## config.mk

```make
export PLATFORM = sky130hd
export DESIGN_NAME = idv_cell
export DESIGN_NICKNAME = d
export VERILOG_FILES = /design/src/hw/rtl/idv_pkg.sv /design/src/hw/rtl/idv_cell.sv
export SDC_FILE = /design/constraint.sdc
export NUM_CORES = 1
export LEC_CHECK = 0
export BUFFER_PORTS_ARGS = -buffer_cell sky130_fd_sc_hd__buf_2
export CELL_PAD_IN_SITES_DETAIL_PLACEMENT = 0
export CELL_PAD_IN_SITES_GLOBAL_PLACEMENT = 2
export CORE_UTILIZATION = 30
export DETAILED_ROUTE_END_ITERATION = 8
export PLACE_DENSITY = 0.85
export SYNTH_ARGS = -nofsm -noshare
export SYNTH_HDL_FRONTEND = slang
export SYNTH_SLANG_ARGS = --single-unit
```

## constraint.sdc

```tcl
create_clock -name clk -period 7.7 [get_ports clk]
set_input_delay 0.385 -clock clk [delete_from_list [all_inputs] [get_ports clk]]
set_output_delay 0.385 -clock clk [all_outputs]
set_load 0.005 [all_outputs]
```

## src/hw/rtl/idv_pkg.sv

```systemverilog
// Package for the 64-bit signed/unsigned divider: widths, operation codes
// and the per-stage payload struct. No dependencies.
`default_nettype none

package idv_pkg;

  localparam int DATA_WIDTH = 64;
  localparam int PORT_WIDTH = 64;
  localparam int IN_TDATA_W = 2 * PORT_WIDTH;
  localparam int FUNC_W     = 2;

  typedef enum logic [FUNC_W-1:0] {
    FUNC_UQUO = 2'd0,
    FUNC_UREM = 2'd1,
    FUNC_SQUO = 2'd2,
    FUNC_SREM = 2'd3
  } func_t;

  // Payload handed from stage to stage. nq holds the dividend bits still to
  // be consumed in its upper part and the quotient bits found so far below.
  typedef struct packed {
    func_t                 func;
    logic                  a_neg;
    logic                  b_neg;
    logic                  zero;
    logic [DATA_WIDTH-1:0] rem;
    logic [DATA_WIDTH-1:0] nq;
    logic [DATA_WIDTH-1:0] den;
  } stage_t;

endpackage

`default_nettype wire

```

## src/hw/rtl/idv_cell.sv

```systemverilog
// One restoring-division step: shift in a dividend bit, trial subtract,
// keep or restore, record the quotient bit. Depends on idv_pkg.
`default_nettype none

module idv_cell (
  input  wire logic            clk,
  input  wire logic            rst_n,
  input  wire logic            in_valid,
  output      logic            in_ready,
  input  wire idv_pkg::stage_t in_data,
  output      logic            out_valid,
  input  wire logic            out_ready,
  output      idv_pkg::stage_t out_data
);

  localparam int W = idv_pkg::DATA_WIDTH;

  logic            valid_r;
  idv_pkg::stage_t data_r;
  idv_pkg::stage_t data_nxt;
  logic [W:0]      trial;
  logic [W+1:0]    diff;
  logic            take;

  // Partial remainder is one bit wider than the data to hold the carry.
  assign trial = {in_data.rem, in_data.nq[W-1]};
  assign diff  = {1'b0, trial} - {2'b00, in_data.den};
  assign take  = !diff[W+1];

  always_comb begin
    data_nxt     = in_data;
    data_nxt.rem = take ? diff[W-1:0] : trial[W-1:0];
    data_nxt.nq  = {in_data.nq[W-2:0], take};
  end

  assign in_ready  = !valid_r || out_ready;
  assign out_valid = valid_r;
  assign out_data  = data_r;

  always_ff @(posedge clk) begin
    if (!rst_n) begin
      valid_r <= 1'b0;
    end else if (in_ready) begin
      valid_r <= in_valid;
    end
  end

  always_ff @(posedge clk) begin
    if (in_ready) begin
      data_r <= data_nxt;
    end
  end

endmodule

`default_nettype wire

```

After elaboration in Yosys (flattened, before gate mapping)
Index checks and enable logic that the tools add are counted.
W data, S select, Z words.

storage, ports and cells
  bits in read-only memories = 0
  latch bits = 0
  memories = 0
  flip-flop bits (word level) = 198
  input port bits = 201
  RAM bits = 0

cells by class
  order comparisons = 0
  add/sub/neg operators = 1
  shifts and indexed selects = 0
  multiplexer cells = 1
  div/mod/pow operators = 0
  eq/ne operators = 0
  bitwise logic cells = 0
  reductions and logical operators = 3
  multiply operators = 0

operators with widths
  operator            count
  $sub A65 B64 Y66    1
  $mux W64            1
  $logic_not A1 Y1    2
  $logic_or A1 B1 Y1  1

Depth between registers and ports, before layout
  depth after elaboration = 2
  depth in mapped cells = 15
  depth with buffers taken out = 14

Least setup slack after synthesis
OpenSTA, ideal clock, no wires.

  path kind = input to register
  start = input port out_ready
  end = register valid_r (netlist: out_valid)
  slack = 1.698 ns
  data required time = 7.327 ns
  arrival = 5.629 ns
  buffers on the path = 0
  stages = 2
  library setup time = 0.373 ns
  cells stage by stage = nand2b_1 > a21boi_0

between the ends
  word-level cells in the longest chain between the ends = 1

RTL lines
  what                  RTL line        source
  from (decl)           idv_cell.sv:12  input wire logic out_ready,
  $logic_or A1 B1 Y1    idv_cell.sv:36  assign in_ready = !valid_r || out_ready;
  to (signal assigned)  idv_cell.sv:44  valid_r <= in_valid;
  to (decl)             idv_cell.sv:18  logic valid_r;

Every way passes these cells.
A chain may end at the register's enable or synchronous reset.

==> results_dict.tcl <==
set metrics [dict create \
    wl_um 31300 \
    cap_viol_max_count 0 \
    rr_endpoint "out_data[115]$_DFFE_PP_" \
    cts_buffers 17 \
    path_class "in2reg" \
    clk_pin_slew_worst_paths_ns 0.07 \
    startpoint_type "input pin" \
    seqPwrFrac 0.466 \
    area_delta_synth_final_pct 29.0 \
    ctsResizeCount 0 \
    antenna_found_initial 4 \
    die_w_um 190 \
    skew_ns 0.0119 \
    rsz0062_at_grt "no" \
    dp_slack_ns 3.56 \
    grt.total_usage 0.171 \
    hold_buffers 0 \
    clkPwrFrac 0.306 \
    setup_viol 0 \
    setup_ws_ns 4.06 \
    ys_ff_latch 198 \
    worstPathMaxFanout 62 \
    crit_start "in_data[4]" \
    synth-xor-area-share 0.0473 \
    synth-seq-area-share 0.563 \
    finalCritPeriodShare 0.473 \
    status "completed" \
    initial_utilization 0.305 \
    via_per_inst 4.74 \
    hold_path.class "in2reg" \
    yosysWarningCount 0 \
    drive_gt1_frac 0.338 \
    synth_edf_count 197 \
    ant_nets 0 \
    cp-endpoint "out_data[151]$_DFFE_PP_" \
    power.switching_mw 0.845 \
    cp.required_ns 7.90 \
    maxSlewViolCount 0 \
    switching_share 0.289 \
    grt_max_degree 80 \
    worstRegToRegCells 2 \
    r2r-start "out_valid$_SDFFE_PN0P_" \
    synth_cell_type_count 56 \
    cts_max_level 4 \
    setup_tns_ns 0 \
    grt_pass1_vias 8485 \
    cts.sinks 198 \
    synth-simple-area-share 0.0984 \
    clk_latency_ns 0.45 \
    pin_count 400 \
    netlist_area_um2 10600 \
    avgSynthCellArea_um2 11.1 \
    portBuffers 399 \
    drt_iter0_markers 378 \
    cp.arrival_ns 3.84 \
    ys_async_sr_fraction 0 \
    period_needed_ns 3.64 \
    hpwlAfterDp_um 25100 \
    tritoncts "done" \
    rows 68 \
    fmax_mhz 274 \
    critPathCaptureType "flop" \
    hold_viol_final 0 \
    post_drt_wl_per_cell_um 17.2 \
    synth_cells 948 \
    place.gp.congestion 0.822 \
    synthMuxAreaShare 0.0139 \
    dr.pass1.iters 7 \
    relSlewSlack 0.336 \
    root_buffer "clkbuf_16" \
    synth-main-ff-cell "edfxtp_1" \
    intPower_mw 2.07 \
    synth_top_family_by_area "compound AO/OA/AOI/OAI gates" \
    drcViolationCount 0 \
    worst_slew_pin_slew_ns 0.996 \
    die_h_um 190 \
    grt_pass1_wl_um 47300 \
    overflow 0 \
    nets 1612 \
    synth_compound_area_frac 0.157 \
    fill_cells 3511 \
    post_cts_buffers 0 \
    power_density_nw_per_um2 215 \
    combPwrFrac 0.228 \
    peakVddDrop_v 0.000151 \
    core_region_area_um2 34500 \
    num_vias 8593 \
    synth_fa_ha_area_frac 0.0778 \
    p_leak_nw 6.12 \
    clockBufferDepth 2 \
    dieArea_um2 35900 \
    reg2reg_slack_ns 5.63 \
    n_antenna_cell 0 \
    syn_nets 1214 \
]
## stage by stage
| step | hold slack, ns | cells | cell area, µm² | power [mW] | utilization |
|---|---|---|---|---|---|
| after global placement | 0.562 | 1782 | 13000 | 2.05 | 0.377 |
| after CTS | 0.0787 | 1814 | 13600 | 2.96 | 0.394 |
| final | 0.110 | 1814 | 13600 | 2.92 | 0.394 |
| after global routing | 0.0815 | 1814 | 13600 | 3.07 | 0.394 |
| after detailed placement | 0.563 | 1782 | 13000 | 2.05 | 0.377 |
| after floorplan | 0.484 | 948 | 10600 | 1.77 | - |
## power groups by stage
stage	combinational [mW]	clock, mW	sequential (mW)
2_1_floorplan	0.359	0	1.41
3_3_place_gp	0.670	0	1.38
3_5_place_dp	0.671	0	1.38
4_1_cts	0.675	0.924	1.36
5_1_grt	0.741	0.957	1.37
6_report	0.666	0.894	1.36
## flip-flops by register name (all words and copies together), names as in the netlist
register   cells
out_valid      1
out_data     197
## worst min-delay path by stage
stage | start | end | slack, ns | cells after the start
2_1_floorplan | in_data[0] | out_data[0]$_DFFE_PP_ | 0.48 | 0
3_3_place_gp | in_data[73] | out_data[74]$_DFFE_PP_ | 0.56 | 1
3_5_place_dp | in_data[64] | out_data[65]$_DFFE_PP_ | 0.56 | 1
4_1_cts | in_data[126] | out_data[127]$_DFFE_PP_ | 0.08 | 1
5_1_grt | in_data[126] | out_data[127]$_DFFE_PP_ | 0.08 | 1
6_report | in_data[111] | out_data[112]$_DFFE_PP_ | 0.11 | 1
## cell families (layout without fill, tap and decap cells)
group / after synthesis / in the layout
AO/OA/AOI/OAI: 267 / 267
XOR/XNOR: 57 / 57
adder cells (fa/ha/maj): 65 / 65
buffers and inverters: 112 / 523
flip-flops: 198 / 198
multiplexers: 13 / 13
AND/OR/NAND/NOR: 236 / 236
## synthesized netlist by cell type, types with 5 or more instances
cell type  instances  share of area
nand4_1           15         0.0089
o21a_1             5         0.0036
nor2_1            98          0.035
nand3_1           13         0.0062
o21ai_0           34          0.016
edfxtp_1         197           0.56
a21oi_1          135          0.064
inv_1             86          0.031
nand2b_1           5         0.0030
nor3_1             9         0.0043
o21bai_1          18          0.013
nand2_1           69          0.025
a21o_1            23          0.016
ha_1              64          0.076
xnor2_1           36          0.030
mux2_2            13          0.014
clkbuf_1          11         0.0039
and3_1             6         0.0036
buf_2              8         0.0038
a31oi_1            7         0.0042
xor2_1            21          0.017
## layer usage
metal  global-route usage  vias up  wire length, µm
li1                     -     4263                -
met2                0.287      260            14900
met5                    0        -               57
met4               0.0385        8              243
met1                0.218     4043            13800
met3               0.0476       19             2210
## worst max-delay path, cell delays in order
cell and delay, ns:
buf_2 0.09, inv_1 0.04, ha_1 0.37, o211ai_1 0.12, a21o_1 0.19, a21oi_1 0.26, a221o_2 0.30, a31oi_4 0.16
o41ai_4 0.50, a211oi_2 0.18, o31ai_4 0.20, buf_4 0.55, mux2_2 0.40
## layout by cell type (no fill, tap or decap), drive strengths merged, types with 15 or more instances in the layout
cell type and instances:
a21o 23, a21oi 135, buf 405, clkbuf 17
edfxtp 197, ha 64, inv 93, nand2 69
nand4 15, nor2 98, o21ai 36, o21bai 18
xnor2 36, xor2 21
## area by class of cell
type | count | area [µm²] | area share
clock inverters | 15 | 144 | 0.0106
flip-flops and latches | 198 | 5940 | 0.436
clock buffers | 17 | 425 | 0.0313
inverters | 86 | 323 | 0.0237
multi-input cells | 638 | 4170 | 0.306
well taps | 455 | 569 | 0.0418
repair buffers | 405 | 2040 | 0.150
Power figures use the tool's default switching activity.
