## config.mk

```make
export PLATFORM = sky130hd
export DESIGN_NAME = idv_front
export DESIGN_NICKNAME = d
export VERILOG_FILES = /design/src/hw/rtl/idv_pkg.sv /design/src/hw/rtl/idv_front.sv
export SDC_FILE = /design/constraint.sdc
export NUM_CORES = 1
export LEC_CHECK = 0
export BUFFER_PORTS_ARGS = -buffer_cell sky130_fd_sc_hd__buf_2
export CORE_AREA = 2 2 129 131
export DETAILED_ROUTE_END_ITERATION = 7
export DIE_AREA = 0 0 131 133
export PLACE_DENSITY = 0.83
export SLEW_MARGIN = 20
export SYNTH_ARGS = -nofsm -noshare
export SYNTH_HDL_FRONTEND = slang
export SYNTH_SLANG_ARGS = --single-unit
```

## constraint.sdc

```tcl
create_clock -name clk -period 7.8 [get_ports clk]
set_clock_uncertainty 0.05 [all_clocks]
set_input_delay 1.17 -clock clk [delete_from_list [all_inputs] [get_ports clk]]
set_output_delay 1.17 -clock clk [all_outputs]
set_load 0.005 [all_outputs]
```

## src/hw/rtl/idv_pkg.sv

```systemverilog
// Package for the 64-bit signed/unsigned divider: widths, operation codes
// and the per-stage payload struct. No dependencies.
`default_nettype none

package idv_pkg;

  localparam int DATA_WIDTH = 64;
  localparam int PORT_WIDTH = 64;
  localparam int IN_TDATA_W = 2 * PORT_WIDTH;
  localparam int FUNC_W     = 2;

  typedef enum logic [FUNC_W-1:0] {
    FUNC_UQUO = 2'd0,
    FUNC_UREM = 2'd1,
    FUNC_SQUO = 2'd2,
    FUNC_SREM = 2'd3
  } func_t;

  // Payload handed from stage to stage. nq holds the dividend bits still to
  // be consumed in its upper part and the quotient bits found so far below.
  typedef struct packed {
    func_t                 func;
    logic                  a_neg;
    logic                  b_neg;
    logic                  zero;
    logic [DATA_WIDTH-1:0] rem;
    logic [DATA_WIDTH-1:0] nq;
    logic [DATA_WIDTH-1:0] den;
  } stage_t;

endpackage

`default_nettype wire

```

## src/hw/rtl/idv_front.sv

```systemverilog
// Input stage of the divider: takes operand magnitudes and flags zero divisor.
// Depends on idv_pkg.
`default_nettype none

module idv_front (
  input  wire logic                             clk,
  input  wire logic                             rst_n,
  input  wire logic                             in_valid,
  output      logic                             in_ready,
  input  wire idv_pkg::func_t                   in_func,
  input  wire logic [idv_pkg::IN_TDATA_W-1:0]   in_data,
  output      logic                             out_valid,
  input  wire logic                             out_ready,
  output      idv_pkg::stage_t                  out_data
);

  localparam int W = idv_pkg::DATA_WIDTH;

  logic            valid_r;
  idv_pkg::stage_t data_r;
  idv_pkg::stage_t data_nxt;
  logic [W-1:0]    a;
  logic [W-1:0]    b;
  logic            is_signed;

  assign a = in_data[W-1:0];
  assign b = in_data[idv_pkg::PORT_WIDTH +: W];
  assign is_signed = (in_func == idv_pkg::FUNC_SQUO) || (in_func == idv_pkg::FUNC_SREM);

  always_comb begin
    data_nxt.func  = in_func;
    data_nxt.a_neg = is_signed & a[W-1];
    data_nxt.b_neg = is_signed & b[W-1];
    data_nxt.zero  = (b == '0);
    data_nxt.rem   = '0;
    data_nxt.nq    = data_nxt.a_neg ? (~a + 1'b1) : a;
    data_nxt.den   = data_nxt.b_neg ? (~b + 1'b1) : b;
  end

  assign in_ready  = !valid_r || out_ready;
  assign out_valid = valid_r;
  assign out_data  = data_r;

  always_ff @(posedge clk) begin
    if (!rst_n) begin
      valid_r <= 1'b0;
    end else if (in_ready) begin
      valid_r <= in_valid;
    end
  end

  always_ff @(posedge clk) begin
    if (in_ready) begin
      data_r <= data_nxt;
    end
  end

endmodule

`default_nettype wire

```

### Word-level counts from Yosys, hierarchy flattened

Index checks and enable logic that the tools add are counted.

* add/subtract/negate cells: 2
* reductions and logical operators: 4
* mux-type cells: 2
* bitwise operators: 4
* equality and inequality tests: 2

Operator list (count)
* adder 64 x 1 -> 64 bit, second input constant: 2
* 2-to-1 mux 64 bit: 2
* NOT 64 bit: 2
* logical NOT 64 bit: 1
* == test 2 bit, second input constant: 2
* bitwise AND 1 bit: 2
* logical OR 1 bit: 2
* logical NOT 1 bit: 1

* input port bits: 134
* logic and storage cells: 21
* flip-flop bits (word level): 134
* output and inout port bits: 199

### Longest topological paths before layout

Gate-level depths: netlist of the first run.

* depth in word-level cells: 4
* gate-level depth with buffers: 8

### Least setup slack after synthesis of the first run

Ideal clock, no wire load.

* path kind: in2out
* start point: input port out_ready
* end point: output port in_ready
* data arrival time: 4.427 ns
* setup slack: 2.153 ns
* stages: 1
* required time: 6.580 ns
* path buffers: 0
* cells stage by stage: nand2b_1

* cells in the longest elaborated chain, start to end: 1

RTL lines
* start: declaration: line idv_front.sv:13 `input wire logic out_ready,`
* logical OR 1 bit: line idv_front.sv:40 `assign in_ready = !valid_r || out_ready;`
* end: declaration: line idv_front.sv:9 `output logic in_ready,`

Every way passes these cells.

==> results.py, run 1 <==
metrics = {
    "setup_path": {
        "cp-start-kind": "input pin",
        "crit_arrival_ns": 3.78,
        "crit_type": "input pin to register",
        "r2r-start": "out_valid",
        "max_stage_delay_ns": 0.85,
        "crit_buf_inv": 2,
        "r2r_end": "out_data[11]",
        "slowest_stage": "nor4_1",
        "critPathTopFamily": "simple AND/OR/NAND/NOR gates",
        "crit_fanout": 7,
        "r2r_setup_slack_ns": 5.33,
        "path_cells": "buf_2, inv_1, ha_1, nor3b_1, nand4_1, nor4_1, a31oi_1, xor2_1",
        "worstPathRequired_ns": 7.90,
        "end_kind": "register",
        "r2r_cells": 3,
    },
    "floorplanning": {
        "num_rows": 47,
        "die_area_um2": 17400,
        "coreArea_um2": 16200,
        "die_w_um": 131,
        "pin_count": 333,
        "start_util_pct": 45.9,
        "dieHeight_um": 133,
    },
    "synthesis": {
        "seq_area_frac_synth_pct": 54.0,
        "syn-cell-area_um2": 7430,
        "synth_most_common_cell": "edfxtp_1",
        "synth.area.top_cells": "edfxtp_1 54%, xor2_1 9.2%, buf_4 6.5%",
        "synth_cells": 658,
        "synth.distinct_cells": 48,
        "yosys_warnings": 0,
        "synth_top_area_cell": "edfxtp_1",
        "synth_ff_type": "edfxtp_1",
        "async_flop_share_pct": 0,
        "synth_edf_count": 133,
        "yosysTopAreaCellShare_pct": 53.8,
        "synth_seq_cells": 134,
        "synth_common_cells": "133 x edfxtp_1, 78 x xor2_1, 64 x buf_4, 62 x nor2_1, 44 x xnor2_1",
        "avgSynthCellArea_um2": 11.3,
    },
    "detailed_routing": {
        "num_vias": 6164,
        "vias_per_cell": 5.27,
        "ant_nets": 0,
        "wl_per_cell_um": 16.9,
        "dr.pass1.iters": 6,
        "drtIter0Drc": 479,
        "drc_errors": 0,
        "wl_um": 19700,
    },
    "clock_tree": {
        "clkSinkCount": 134,
        "post_cts_buffers": 0,
        "postCtsHoldBufs": 0,
        "ctsResizeCount": 0,
        "cts_root_buf": "clkbuf_16",
        "clkTransAtPathRegs_ns": 0.06,
        "cts.htree.levels": 4,
        "cts_max_path_buffers": 2,
        "cts_inserted_buffers": 17,
        "cts_tree": "yes",
        "insertion_delay_ns": 0.41,
    },
    "global_route": {
        "first_global_vias": 5903,
        "grt_overflow": 0,
        "grt_max_degree": 72,
        "track_usage_pct": 22.2,
        "antenna_found_initial": 3,
        "grt_first_pass_wirelength_um": 29600,
    },
    "finish": {
        "multi_input_area_um2": 3070,
        "n_fill_cell": 1354,
        "final_nets": 1070,
        "seqCellArea_um2": 4010,
        "area_growth_pct": 26.7,
        "finish.utilization_pct": 58.2,
        "drive_gt1_share_pct": 34.1,
    },
    "worst_hold_path": {
        "hold_path_depth": 1,
        "worstHoldStart": "in_func[0]",
        "worstHoldEndpoint": "out_data[195]",
        "min_path_type": "input pin to register",
    },
    "timing": {
        "finalSetupTns_ns": 0,
        "max_slew_margin_pct": 40.2,
        "finalCriticalPeriod_ns": 3.68,
        "finalCritPeriodShare_pct": 47.2,
        "fin_hold_ws_ns": 0.887,
        "fmax_mhz": 272,
        "finalSetupViolations": 0,
        "hold_viol_final": 0,
        "maxSlewViolCount": 0,
        "rsz0062_at_grt": "no",
        "tightest_slew_ns": 0.897,
    },
    "power": {
        "power.leakage_nw": 4.06,
        "power_density_nw_per_um2": 213,
        "ir_drop_mv": 0.131,
    },
    "placed_design": {
        "io_buffer_count": 268,
        "dp.final_hpwl_um": 14800,
        "place.gp.congestion": 0.904,
    },
    "flow_run": {
        "drv_cap": 0,
    },
    "status": {
        "status": "finished, final reports clean",
    },
}
-- area by class of cell --
cell class	instances	share of cell area, %
antenna	3	0.0797
inverter	17	0.678
sequential	134	42.6
timing repair buffer	274	14.7
clock buffer	17	4.52
tap	220	2.92
multi-input combinational	490	32.6
clock inverter	15	1.87
-- report_power, final --
part           internal (mW)  switching [mW]
Combinational          0.123           0.162
Clock                  0.503           0.310
Sequential             0.887          0.0195
-- flip-flops by register name (all words and copies together) (netlist names) --
| name | flops |
|---|---|
| out_data | 133 |
| out_valid | 1 |
-- worst max-delay path by stage --
stage / start / end / slack, ns / depth (start not counted)
after floorplan: out_ready / in_ready / 2.15 / 1
after global placement: in_data[94] / out_data[61] / 3.94 / 6
after detailed placement: in_data[0] / out_data[118] / 3.75 / 8
after CTS: in_data[0] / out_data[118] / 4.18 / 8
after global routing: in_data[1] / out_data[118] / 3.93 / 8
final: in_data[1] / out_data[118] / 4.12 / 8
-- routing by layer --
metal / wire length [um] / global-route usage, % / vias to the layer above
met2: 9790 / 36.7 / 376
met4: 884 / 12.7 / 0
li1: - / - / 2837
met3: 1640 / 5.01 / 72
met1: 7430 / 26.3 / 2879
met5: 0 / 0 / -
-- cells in the final DEF, fill, tap and decap left out, types with 11 or more instances in the layout --
cell type,n
buf_2,268
edfxtp_1,133
xor2_1,78
conb_1,64
nor2_1,62
xnor2_1,44
a21oi_1,37
nor3_1,28
a31oi_1,28
nand2_1,21
nor4_1,20
inv_1,17
o21ai_0,17
clkbuf_16,17
nand4_1,13
o31ai_1,11
-- kinds of logic (layout without fill, tap and decap cells) --
family                   Yosys count  in the layout  synth area share [%]
adder cells (fa/ha/maj)            2              2                 0.337
AND/OR/NAND/NOR                  196            196                  14.5
buffers and inverters             97            323                  8.17
other                              1             67                0.0505
AO/OA/AOI/OAI                    106            106                  8.56
XOR/XNOR                         122            122                  14.4
flip-flops                       134            134                  54.0
-- per-stage QoR --
step                cells  total power [mW]  worst slack [ns]  cell area (um^2)
detailed placement   1135              1.20              3.75              8800
floorplan             721              1.06              2.15              7670
global route         1170              2.08              3.93              9420
CTS                  1167              2.02              4.18              9400
global placement     1135              1.19              3.94              8800
finish               1170              2.01              4.12              9420
Note: power is estimated with default switching activity, not from simulation.
==> run 2: changes to the inputs <==
CORE_AREA = unset   (was 2 2 129 131)
CORE_MARGIN = 2   (was unset)
CORE_UTILIZATION = 43   (was unset)
DIE_AREA = unset   (was 0 0 131 133)
PLACE_DENSITY = 0.81   (was 0.83)
clock period = 3.3 ns   (was 7.8 ns; I/O delays follow)
==> run 2 against run 1 <==
Net effect: first-iteration DRC count down 5.8%; clock power increased by 140%; setup slack lost 3.4 ns; hold slack got worse by 0.67 ns; clock-buffer cell count up 2; register-to-register slack worse by 3.7 ns; core utilization decreased by 2.8 points; sequential share of layout area fell by 0.33 points; die area rose by 5.3%; flip-flop and latch count unchanged; combinational power increased by 140%; total power up 140%; critical endpoint is now out_data[60].
==> results.py, run 2 (synthesis gave the netlist of run 1 again) <==
metrics = {
    "finish": {
        "final_cell_mix": "268 x buf_2, 133 x edfxtp_1, 78 x xor2_1, 64 x conb_1, 62 x nor2_1",
        "n_fill_cell": 1468,
        "final_common_cell": "buf_2",
        "fin_area_um2": 9490,
        "area_growth_pct": 27.7,
        "multi_input_area_um2": 3060,
        "largest_reg_flops": 133,
        "final_nets": 1078,
        "drive_gt1_share_pct": 34.7,
        "seqCellArea_um2": 4010,
    },
    "detailed_routing": {
        "ant_nets": 0,
        "vias_per_cell": 5.20,
        "drtIter0Drc": 451,
        "wl_per_cell_um": 16.5,
        "dr.pass1.iters": 5,
        "drc_errors": 0,
        "num_vias": 6150,
        "wl_um": 19600,
    },
    "floorplanning": {
        "dieHeight_um": 135,
        "die_w_um": 135,
        "die_area_um2": 18300,
        "coreArea_um2": 17100,
        "num_rows": 48,
        "pin_count": 333,
        "start_util_pct": 43.4,
    },
    "timing": {
        "maxSlewViolCount": 0,
        "max_slew_margin_pct": 47.2,
        "rsz0062_at_grt": "no",
        "fmax_mhz": 393,
        "finalSetupViolations": 0,
        "finalSetupTns_ns": 0,
        "finalCriticalPeriod_ns": 2.54,
        "finalCritPeriodShare_pct": 77.1,
        "tightest_slew_ns": 0.785,
        "hold_viol_final": 0,
    },
    "setup_path": {
        "cp-start-kind": "input pin",
        "r2r_setup_slack_ns": 1.60,
        "slowest_stage": "or4_4",
        "max_stage_delay_ns": 0.55,
        "r2r_cells": 2,
        "end_kind": "register",
        "r2r-start": "out_valid",
        "crit_arrival_ns": 2.65,
        "r2r_end": "out_data[112]",
        "crit_fanout": 6,
        "crit_type": "input pin to register",
        "worstPathRequired_ns": 3.41,
        "path_cells": "buf_2, inv_1, ha_1, or4b_4, or4_4, nor4_4, a41oi_1, xor2_1",
    },
    "global_route": {
        "grt_overflow": 0,
        "grt_max_degree": 72,
        "grt_first_pass_wirelength_um": 29100,
        "track_usage_pct": 20.5,
        "antenna_found_initial": 2,
        "first_global_vias": 5656,
    },
    "status": {
        "status": "finished, final reports clean",
    },
    "clock_tree": {
        "postCtsHoldBufs": 0,
        "cts.htree.levels": 4,
        "cts_tree": "yes",
        "ctsResizeCount": 0,
        "clkTransAtPathRegs_ns": 0.06,
        "clkSinkCount": 134,
        "cts_inserted_buffers": 17,
        "insertion_delay_ns": 0.41,
        "cts_root_buf": "clkbuf_16",
        "post_cts_buffers": 0,
        "cts_max_path_buffers": 2,
    },
    "flow_run": {
        "drv_cap": 0,
    },
    "placed_design": {
        "io_buffer_count": 268,
        "post_dp_cell_area_um2": 8880,
        "place.gp.congestion": 0.873,
        "dp.final_hpwl_um": 14700,
    },
    "worst_hold_path": {
        "hold_path_depth": 1,
        "worstHoldStart": "in_func[0]",
        "worstHoldEndpoint": "out_data[195]",
        "min_path_type": "input pin to register",
    },
    "power": {
        "power_density_nw_per_um2": 503,
        "power.leakage_nw": 4.10,
        "ir_drop_mv": 0.329,
    },
}
-- run 2: cell count changes in the layout (fill, tap and decap cells not counted) --
cell,before,now
diode_2,3,2
buf_12,0,1
clkinv_4,2,4
clkinv_1,2,0
nor4b_2,0,1
nor4b_4,1,0
buf_4,6,13
inv_6,3,2
inv_8,0,1
clkinvlp_4,4,2
clkbuf_1,0,2
-- run 2: per-layer routing --
metal,vias to the layer above,GRT usage [%],wire length [um]
met5,-,0,0
met4,0,10.4,682
met3,57,3.52,1590
met2,360,34.1,9600
met1,2870,25.7,7700
li1,2863,-,-
-- run 2: metrics by stage --
| step | utilization [%] | worst slack (ns) | hold slack, ns | cells | total power, mW |
|---|---|---|---|---|---|
| after floorplan | - | 0.524 | 0.544 | 721 | 2.51 |
| after global placement | 51.9 | 0.410 | 0.629 | 1148 | 2.83 |
| after detailed placement | 51.9 | 0.361 | 0.638 | 1148 | 2.85 |
| after CTS | 55.4 | 0.793 | 0.204 | 1180 | 4.81 |
| after global routing | 55.4 | 0.655 | 0.204 | 1182 | 4.96 |
| final | 55.4 | 0.757 | 0.216 | 1182 | 4.77 |
-- run 2: power by group --
group / total (mW) / switching, mW / leakage [nW] / internal (mW)
clock: 1.96 / 0.756 / 0.290 / 1.20
sequential: 2.14 / 0.0465 / 1.39 / 2.10
combinational: 0.673 / 0.379 / 2.42 / 0.294
-- run 2: how the worst max path moves through the flow --
stage,from,to,slack (ns),depth (start not counted)
floorplan,out_ready,in_ready,0.52,1
global placement,in_data[64],out_data[28],0.41,8
detailed placement,in_data[65],out_data[60],0.36,8
CTS,in_data[65],out_data[40],0.79,8
global route,in_data[65],out_data[28],0.65,8
finish,in_data[64],out_data[60],0.76,8
-- run 2: final cells by class --
cell class              count  share of cell area, %
inverters                  17                  0.672
multi-input cells         490                   32.2
flip-flops and latches    134                   42.3
well taps                 225                   2.97
clock inverters            13                   1.83
repair buffers            282                   15.4
diodes                      2                 0.0527
clock buffers              19                   4.56
-- run 2: critical path: cells and delay by family --
family | cells | cell delay (ns)
simple gates | 3 | 1.40
compound gates | 1 | 0.22
xor+xnor | 1 | 0.18
fa+ha+maj | 1 | 0.17
buf+inv | 2 | 0.17
