`config.mk`:
```
export PLATFORM = sky130hd
export DESIGN_NAME = idv_back
export DESIGN_NICKNAME = d
export VERILOG_FILES = /design/src/hw/rtl/idv_pkg.sv /design/src/hw/rtl/idv_back.sv
export SDC_FILE = /design/constraint.sdc
export NUM_CORES = 1
export LEC_CHECK = 0
export ABC_AREA = 0
export BUFFER_PORTS_ARGS = -buffer_cell sky130_fd_sc_hd__buf_2
export CORE_ASPECT_RATIO = 0.8
export CORE_MARGIN = 1
export CORE_UTILIZATION = 50
export DETAILED_ROUTE_END_ITERATION = 16
export PLACE_DENSITY = 0.82
export SLEW_MARGIN = 20
export SYNTH_ARGS = -nofsm -noshare
export SYNTH_HDL_FRONTEND = slang
export SYNTH_SLANG_ARGS = --single-unit
```
`constraint.sdc`:
```
create_clock -name clk -period 8.55 [get_ports clk]
set_clock_uncertainty 0.2 [all_clocks]
set_input_delay 1.71 -clock clk [delete_from_list [all_inputs] [get_ports clk]]
set_output_delay 1.71 -clock clk [all_outputs]
set_load 0.005 [all_outputs]
```
`src/hw/rtl/idv_pkg.sv`:
```
// Package for the 64-bit signed/unsigned divider: widths, operation codes
// and the per-stage payload struct. No dependencies.
`default_nettype none

package idv_pkg;

  localparam int DATA_WIDTH = 64;
  localparam int PORT_WIDTH = 64;
  localparam int IN_TDATA_W = 2 * PORT_WIDTH;
  localparam int FUNC_W     = 2;

  typedef enum logic [FUNC_W-1:0] {
    FUNC_UQUO = 2'd0,
    FUNC_UREM = 2'd1,
    FUNC_SQUO = 2'd2,
    FUNC_SREM = 2'd3
  } func_t;

  // Payload handed from stage to stage. nq holds the dividend bits still to
  // be consumed in its upper part and the quotient bits found so far below.
  typedef struct packed {
    func_t                 func;
    logic                  a_neg;
    logic                  b_neg;
    logic                  zero;
    logic [DATA_WIDTH-1:0] rem;
    logic [DATA_WIDTH-1:0] nq;
    logic [DATA_WIDTH-1:0] den;
  } stage_t;

endpackage

`default_nettype wire

```
`src/hw/rtl/idv_back.sv`:
```
// Output stage of the divider: sign fix, result select, output register.
// Depends on idv_pkg.
`default_nettype none

module idv_back (
  input  wire logic                           clk,
  input  wire logic                           rst_n,
  input  wire logic                           in_valid,
  output      logic                           in_ready,
  input  wire idv_pkg::stage_t                in_data,
  output      logic                           out_valid,
  input  wire logic                           out_ready,
  output      logic [idv_pkg::PORT_WIDTH-1:0] out_data
);

  localparam int W = idv_pkg::DATA_WIDTH;

  logic         valid_r;
  logic [W-1:0] ans_r;
  logic [W-1:0] ans_nxt;

  always_comb begin
    case (in_data.func)
      idv_pkg::FUNC_UQUO: ans_nxt = in_data.nq;
      idv_pkg::FUNC_UREM: ans_nxt = in_data.rem;
      idv_pkg::FUNC_SQUO: ans_nxt = (in_data.a_neg ^ in_data.b_neg) ?
                                    (~in_data.nq + 1'b1) : in_data.nq;
      idv_pkg::FUNC_SREM: ans_nxt = in_data.a_neg ? (~in_data.rem + 1'b1) : in_data.rem;
      default:            ans_nxt = in_data.nq;
    endcase
    if (in_data.zero) begin
      ans_nxt = '0;
    end
  end

  assign in_ready  = !valid_r || out_ready;
  assign out_valid = valid_r;
  assign out_data  = idv_pkg::PORT_WIDTH'(ans_r);

  always_ff @(posedge clk) begin
    if (!rst_n) begin
      valid_r <= 1'b0;
    end else if (in_ready) begin
      valid_r <= in_valid;
    end
  end

  always_ff @(posedge clk) begin
    if (in_ready) begin
      ans_r <= ans_nxt;
    end
  end

endmodule

`default_nettype wire

```
---- Word level (Yosys, flattened, before mapping) ----
Cells that the tools add are included.
word-level totals
  register bits after elaboration ......... 65
  input bits .............................. 201
  output and inout bits ................... 66
operators by class
  add/sub/neg operators ................... 2
  eq/ne operators ......................... 3
  muxes and demuxes ....................... 3
  bitwise logic cells ..................... 3
  reduce and logical (&&, ||, !) cells .... 3
operators by type and width
  cell                                                              count
  64-bit one-hot mux with 4 select lines                            1
  64-bit by 1-bit adder with 64-bit output (second input constant)  2
  64-bit 2-to-1 mux                                                 2
  64-bit inverter                                                   2
  2-bit == test (second input constant)                             2
  2-bit by 1-bit == test with 1-bit output (second input constant)  1
  2-bit zero test                                                   1
  1-bit zero test                                                   1
  1-bit logical OR                                                  1
  1-bit bitwise XOR                                                 1

---- Logic depth before layout (Yosys ltp) ----
Gate-level depths: netlist of the first run.
  word-level depth ........................ 4
  depth in mapped cells ................... 9

---- Worst setup path before layout of the first run ----
Ideal clock, no wire load.
  kind .................................... input to output
  start ................................... in out_ready
  end ..................................... out in_ready
  data arrival time ....................... 3,330 ps
  slack ................................... 3,310 ps
  cell stages on the path ................. 1
  path through ............................ nand2b_1
between the ends
  longest elaborated chain between the ends .. 1
ends and longest elaborated chain
  item                RTL line        text
  start: declaration  idv_back.sv:12  input wire logic out_ready,
  1-bit logical OR    idv_back.sv:36  assign in_ready = !valid_r || out_ready;
  end: declaration    idv_back.sv:9   output logic in_ready,
No other way between the ends.

---- Final worst setup path of the first run ----
  start ................................... in in_data[128] (netlist name)
  end ..................................... reg ans_r[56] (netlist: out_data[56]) (data pin)
between the ends
  longest elaborated chain between the ends .. 4
ends and longest elaborated chain
  item                                      RTL line        text
  start: declaration                        idv_back.sv:10  input wire idv_pkg::stage_t in_data,
  64-bit inverter                           idv_back.sv:28  idv_pkg::FUNC_SREM: ans_nxt = in_data.a_neg ? (~in_data.rem + 1'b1) : in_data.rem;
  64-bit by 1-bit adder with 64-bit output  idv_back.sv:28
  64-bit 2-to-1 mux                         idv_back.sv:28
  64-bit one-hot mux with 4 select lines    idv_back.sv:23  case (in_data.func)
  end signal: assignment                    idv_back.sv:50  ans_r <= ans_nxt;
  end: declaration                          idv_back.sv:19  logic [W-1:0] ans_r;
No other way between the ends.
A chain may end at the register's enable or synchronous reset.

==> summary.md, run 1 <==
| Metric | Value |
|---|---|
| Outcome | finished, final reports clean |
| Filler Cells Inserted | 1,221 |
| Syn_area_per_cell | 7.91 µm² |
| Simple-gate share of the synthesized area | 28.2% |
| First-pass GRT wire length | 39.7 mm |
| Final hold violations | 0 |
| Synth Area in Adders | 0.375% |
| Worst r2r path cells | 2 |
| Gp weighted congestion | 0.975 |
| Hold Crit Start | out_valid |
| Most frequent cell after synthesis | nor2_1 |
| DRC errors left | 0 |
| # IOs | 267 |
| Final-report setup violation count | 0 |
| PostCTS Resize Cnt | 0 |
| WL/cell | 21.5 µm |
| Clock Path Buffers | 2 |
| Wl on met1 | 10.5 mm |
| Pwr dens | 134 nW/µm² |
| Leak Pwr | 3.16 nW |
| DR top layer | met4 |
| # nets final | 1,221 |
| Cell count after synthesis | 843 |
| Root Driver | clkbuf_16 |
| Peak VDD IR | 96.2 µV |
| Sequential share of the synthesized area | 29.1% |
| Post-Synth XOR/XNOR Area | 8.40% |
| Rel. slew slack | 26.4% |
| Initial antenna violation count | 1 |
| Setup WS pre-CTS | 3.12 ns |
| CTS Buf Count | 9 |
| Unique cell type count in the Yosys netlist | 69 |
| Synth Area in Compound Gates | 24.1% |
| Hold Path End | out_valid |
| Fin cells | 1,199 |
| Max FO, Critical Path | 6 |
| Synth Register Bits | 65 |
| Dominant cells by area after synthesis | edfxtp_1, nor2_1, mux2i_1 |
| Via Count | 7,983 |
| Maxcap violations | 0 |
| Main synth FF type | edfxtp_1 |
| Crit path DAT | 5.22 ns |
| Area share of the leading cell type in the synthesized netlist | 28.8% |
| PortBufs | 202 |
| Hpwl dp | 18.9 mm |
| CTS tree | yes |
| Hold buffer count at CTS | 0 |
| Number of synthesized flops with an enable pin | 64 |
| Worst hold stages | 2 |
| Crit path required time | 8.47 ns |
| Worst r2r src | out_valid |
| YS warnings | 0 |
| Routed Antenna Nets | 0 |
| Tmin final | 5.29 ns |
| Max Fclk | 189 MHz |
| Post-route cell area | 8090 µm² |
| Synth Cell Area | 6670 µm² |
| Largest net degree at the start of global routing | 70 |
| Share of cells above drive strength 1 | 24.8% |
| Die W | 131 µm |
| CP Class | in -> reg |
| Die area | 13,800 µm² |
| Top Family by Delay on Critical Path | simple AND/OR/NAND/NOR gates |
| Worst slew pin tran | 1.10 ns |
| Unrepaired setup endpoints after global routing | false |
| Core area | 12,900 µm² |
| Met2 routed WL | 10.6 mm |
| Final Max Slew Viols | 0 |
| Mux share of post-synthesis cell area | 5.95% |
| Post-Route WL | 25.8 mm |
| CP Buf/Inv Count | 2 |
| Worst stage delay on the critical path | 0.81 ns |
| Final period util | 61.9% |
| Dpl cells | 1,182 |
| Met3 routed WL | 4.09 mm |
| Router iterations before antenna repair | 5 |
| Vias in the first global route | 7,147 |
| Post-CTS Setup Inserts | 0 |
| CP cell instances | buf_2 -> inv_1 -> ha_1 -> nor3b_1 -> nand4_1 -> nor3_1 -> nand3_1 -> o41ai_1 -> mux2i_1 -> a2111oi_0 |
| Die height | 105 µm |
| Area occupied by multi-input gates | 4480 µm² |
| Smallest setup slack after layout | 3.26 ns |
| Register Area | 1940 µm² |
| Startpoint Class | input port |
| Hold_ws | 0.390 ns |
| Worst-skew pair later-pin latency | 0.34 ns |
| Clock slew at the register clock pins of the worst setup and hold paths | 0.06 ns |
| Synth Net Count | 1,046 |
| Worst min path class | reg -> reg |
| Crit end category | register |
| Sinks on Clock Net | 65 |
| Grt total ovfl | 0 |
| Layout area overhead | 21.3% |
| GRT Resource Usage Total | 37.3% |
| Combinational family with the most area after synthesis | simple AND/OR/NAND/NOR gates |
| Num rows | 37 |
| Initial Utilization | 51.6% |
| Reg2reg end | out_data[23] |
| Post-DP Area | 7820 µm² |
| Reg2Reg Setup Slack | 6.80 ns |
| H-Tree Depth | 3 |
| Synth cell count leaders | nor2_1, edfxtp_1, nand2_1, a21oi_1, nor3_1 |
| Crit-path slowest cell | nor3b_1 |
| Iteration-0 DRC Markers | 1,124 |
| Post-synth ARST share | 0% |
| Via/cell ratio | 6.66 |
| Synth area leader | edfxtp_1 |
| Setup TNS | 0 ns |
==> metrics by stage <==
stage	utilization [%]	power, mW
finish	62.6	1.08
global route	62.6	1.12
CTS	62.6	1.07
detailed placement	60.6	0.729
global placement	60.6	0.725
floorplan	-	0.580
==> power by group <==
part           internal, mW  total [mW]  switching, mW
combinational         0.130       0.337          0.206
clock                 0.196       0.344          0.149
sequential            0.391       0.400        0.00830
==> kinds of logic (layout without fill, tap and decap cells) <==
group | Yosys count | in the layout
flops | 65 | 65
mux | 39 | 39
simple gates | 369 | 369
fa+ha+maj | 2 | 2
other cells | 0 | 1
buf+inv | 68 | 248
xor+xnor | 64 | 64
compound gates | 236 | 236
==> worst max path at each step <==
| stage | to | cells past startpoint | start | slack [ns] |
|---|---|---|---|---|
| after floorplan | in_ready | 1 | out_ready | 3.31 |
| after global placement | out_data[56] | 10 | in_data[128] | 3.19 |
| after CTS | out_data[56] | 10 | in_data[128] | 3.47 |
| after detailed placement | out_data[56] | 10 | in_data[128] | 3.12 |
| final | out_data[56] | 10 | in_data[128] | 3.26 |
| after global routing | out_data[56] | 10 | in_data[128] | 3.18 |
==> cells in the final DEF (no fill, tap or decap), types with 9 or more instances in the layout <==
| master | count |
|---|---|
| nand4_1 | 15 |
| clkbuf_16 | 9 |
| nor4_1 | 28 |
| edfxtp_1 | 64 |
| a2111oi_0 | 11 |
| a31oi_1 | 18 |
| or3_1 | 22 |
| xnor2_1 | 31 |
| nor2_1 | 95 |
| mux2i_1 | 34 |
| o31ai_1 | 17 |
| nand3_1 | 28 |
| buf_2 | 201 |
| or4_1 | 13 |
| o41ai_1 | 10 |
| inv_1 | 14 |
| a21oi_1 | 56 |
| nor3_1 | 55 |
| buf_4 | 15 |
| o21ai_0 | 31 |
| a211oi_1 | 28 |
| nand2_1 | 64 |
| o22ai_1 | 15 |
| xor2_1 | 32 |
==> final cells by class <==
| type | instances | area share [%] |
|---|---|---|
| Multi-Input combinational cell | 710 | 55.4 |
| Sequential cell | 65 | 24.0 |
| Timing Repair Buffer | 216 | 13.8 |
| Clock buffer | 11 | 2.88 |
| Tap cell | 175 | 2.71 |
| Inverter | 16 | 0.742 |
| Clock inverter | 5 | 0.402 |
| Antenna cell | 1 | 0.0309 |
==> state kept, by name, summed over array words and instances (netlist names) <==
register   count
out_valid      1
out_data      64
==> per-layer routing <==
| layer | up-vias | track usage (%) |
|---|---|---|
| met5 | - | 0 |
| met4 | 0 | 12.0 |
| met3 | 49 | 11.9 |
| met2 | 644 | 53.3 |
| met1 | 3654 | 52.5 |
| li1 | 3636 | - |
==> tightest hold or removal path, delay by kind of cell, from the launching register on <==
| family | cells | cell delay [ns] |
|---|---|---|
| AND/OR/NAND/NOR | 1 | 0.13 |
| flip-flops | 1 | 0.31 |
| AO/OA/AOI/OAI | 1 | 0.10 |
Power figures use the tool's default switching activity.
==> inputs of run 2 (changes only) <==
Clock period 8.55 ns to 5.3 ns, I/O delays scaled along.
==> run 2 against run 1 <==
Against the previous run:
- non-clock buffer count rose by 12
- hold slack gained 0.26 ns
- worst setup slack worse by 2.1 ns
==> summary.md, run 2 (synthesis results as in run 1) <==
| Metric | Value |
|---|---|
| Outcome | finished, final reports clean (unchanged) |
| Clock slew at the register clock pins of the worst setup and hold paths | 0.06 ns (about the same) |
| First-pass GRT wire length | 39.2 mm (was 39.7 mm) |
| Vias in the first global route | 6,925 (was 7,147) |
| Worst-skew pair later-pin latency | 0.33 ns (was 0.34 ns) |
| CP Buf/Inv Count | 1 (was 2) |
| Worst stage delay on the critical path | 0.69 ns (was 0.81 ns) |
| CP most frequent cell | or4_1 |
| Crit path DAT | 4.03 ns (was 5.22 ns) |
| Reg2Reg Setup Slack | 3.48 ns (was 6.80 ns) |
| Post-Route WL | 25.9 mm (was 25.8 mm) |
| Die area | 13,800 µm² (unchanged) |
| Worst slew pin tran | 0.990 ns (was 1.10 ns) |
| Max Fclk | 240 MHz |
| Register Area | 1940 µm² (unchanged) |
| Initial Utilization | 51.6% (unchanged) |
| Largest net degree at the start of global routing | 64 (was 70) |
| Post-DP Area | 7910 µm² (was 7820 µm²) |
| Crit end category | register (unchanged) |
| Final period util | 78.8% |
| PostCTS Resize Cnt | 0 (unchanged) |
| WL/cell | 21.4 µm (was 21.5 µm) |
| Via Count | 7,964 (was 7,983) |
| Hpwl dp | 19.2 mm (was 18.9 mm) |
| Crit path required time | 5.15 ns (was 8.47 ns) |
| Most frequent cells in the layout | buf_2, nor2_1, nand2_1, edfxtp_1, a21oi_1 (unchanged) |
| CTS Buf Count | 9 (unchanged) |
| Unrepaired setup endpoints after global routing | false (unchanged) |
| Area occupied by multi-input gates | 4480 µm² (unchanged) |
| Maxcap violations | 0 (unchanged) |
| DRC errors left | 0 (unchanged) |
| M2 GR Usage | 52.0% (was 53.3%) |
| Die height | 105 µm (unchanged) |
| Core area | 12,900 µm² (unchanged) |
| Filler Cells Inserted | 1,179 (was 1,221) |
| Layout area overhead | 22.6% (was 21.3%) |
| Startpoint Class | input port (unchanged) |
| Top Family by Delay on Critical Path | simple AND/OR/NAND/NOR gates (unchanged) |
| Met1 GRT Util | 54.0% (was 52.5%) |
| Crit-path slowest cell | nor4_2 (was nor3b_1) |
| Sinks on Clock Net | 65 (unchanged) |
| Num rows | 37 (unchanged) |
| Gp weighted congestion | 0.991 (was 0.975) |
| Root Driver | clkbuf_16 (unchanged) |
| Post-CTS Setup Inserts | 0 (unchanged) |
| # IOs | 267 (unchanged) |
| Router iterations before antenna repair | 6 (was 5) |
| CP cell instances | buf_2 -> or4_1 -> or4_1 -> nor4_2 -> and3_1 -> a31oi_1 -> xnor2_1 -> o22ai_1 (was buf_2 -> inv_1 -> ha_1 -> nor3b_1 -> nand4_1 -> nor3_1 -> nand3_1 -> o41ai_1 -> mux2i_1 -> a2111oi_0) |
| Routed Antenna Nets | 0 (unchanged) |
| Pwr dens | 214 nW/µm² (was 134 nW/µm²) |
| Clock Path Buffers | 2 (unchanged) |
| Via/cell ratio | 6.58 (was 6.66) |
| Worst min path class | reg -> reg (unchanged) |
| PortBufs | 202 (unchanged) |
| Max FO, Critical Path | 7 (was 6) |
| GRT Resource Usage Total | 37.0% (was 37.3%) |
| Post-route cell area | 8180 µm² (was 8090 µm²) |
| Rel. slew slack | 33.8% (was 26.4%) |
| Setup TNS | 0 ns (unchanged) |
| Max reg flops | 64 (unchanged) |
| Final Max Slew Viols | 0 (unchanged) |
| Peak VDD IR | 139 µV (was 96.2 µV) |
| Grt peak-use layer | met1 (was met2) |
| Hold buffer count at CTS | 0 (unchanged) |
| Tmin final | 4.17 ns |
| CTS tree | yes (unchanged) |
| # nets final | 1,233 (was 1,221) |
| Die W | 131 µm (unchanged) |
| Initial antenna violation count | 2 (was 1) |
| CP Class | in -> reg (unchanged) |
| Final hold violations | 0 (unchanged) |
| Iteration-0 DRC Markers | 1,330 (was 1,124) |
| Leak Pwr | 3.22 nW (was 3.16 nW) |
| Commonest non-fill, non-tap cell in the layout | buf_2 (unchanged) |
| Met3 usage in global routing | 12.0% (was 11.9%) |
| Grt total ovfl | 0 (unchanged) |
| Share of cells above drive strength 1 | 25.7% (was 24.8%) |
| H-Tree Depth | 3 (unchanged) |
| Final-report setup violation count | 0 (unchanged) |
run 2: report_power, final:
group          internal [mW]  switching (mW)  leakage, nW  total (mW)
Sequential             0.631          0.0124        0.719       0.643
Combinational          0.214           0.334         2.37       0.548
Clock                  0.316           0.240        0.133       0.556
run 2: through the flow:
step / hold slack [ns] / cells / total power, mW / setup WS (ns) / util [%]
detailed placement: 0.657 / 1194 / 1.18 / 0.929 / 61.3
global route: 0.702 / 1211 / 1.82 / 1.04 / 63.3
finish: 0.648 / 1211 / 1.75 / 1.13 / 63.3
global placement: 0.642 / 1194 / 1.17 / 0.903 / 61.3
CTS: 0.679 / 1210 / 1.73 / 1.26 / 63.3
floorplan: 0.999 / 843 / 0.935 / 1.36 / -
run 2: final timing paths:
path / start / endpoint / depth (start not counted)
max: in_data[83] / out_data[55] / 8
min: out_valid / out_data[46] / 2
max reg2reg: out_valid / out_data[34] / 3
min reg2reg: out_valid / out_data[46] / 2
run 2: layer usage:
metal | share of wire (%) | vias up
met4 | 1.6 | 2
met5 | 0.050 | -
met3 | 16 | 50
met2 | 41 | 590
met1 | 42 | 3662
li1 | - | 3660
run 2: area by class of cell:
type	instances	share of cell area [%]
clock buffer	11	2.85
clock inverter	5	0.398
timing repair buffer	228	14.8
multi-input combinational	710	54.8
antenna	1	0.0306
sequential	65	23.7
inverter	16	0.734
tap	175	2.68
run 2: tightest hold or removal path, cell delays in order (launching register included):
cell	delay, ns
dfxtp_1	0.33
nand2b_2	0.06
buf_4	0.24
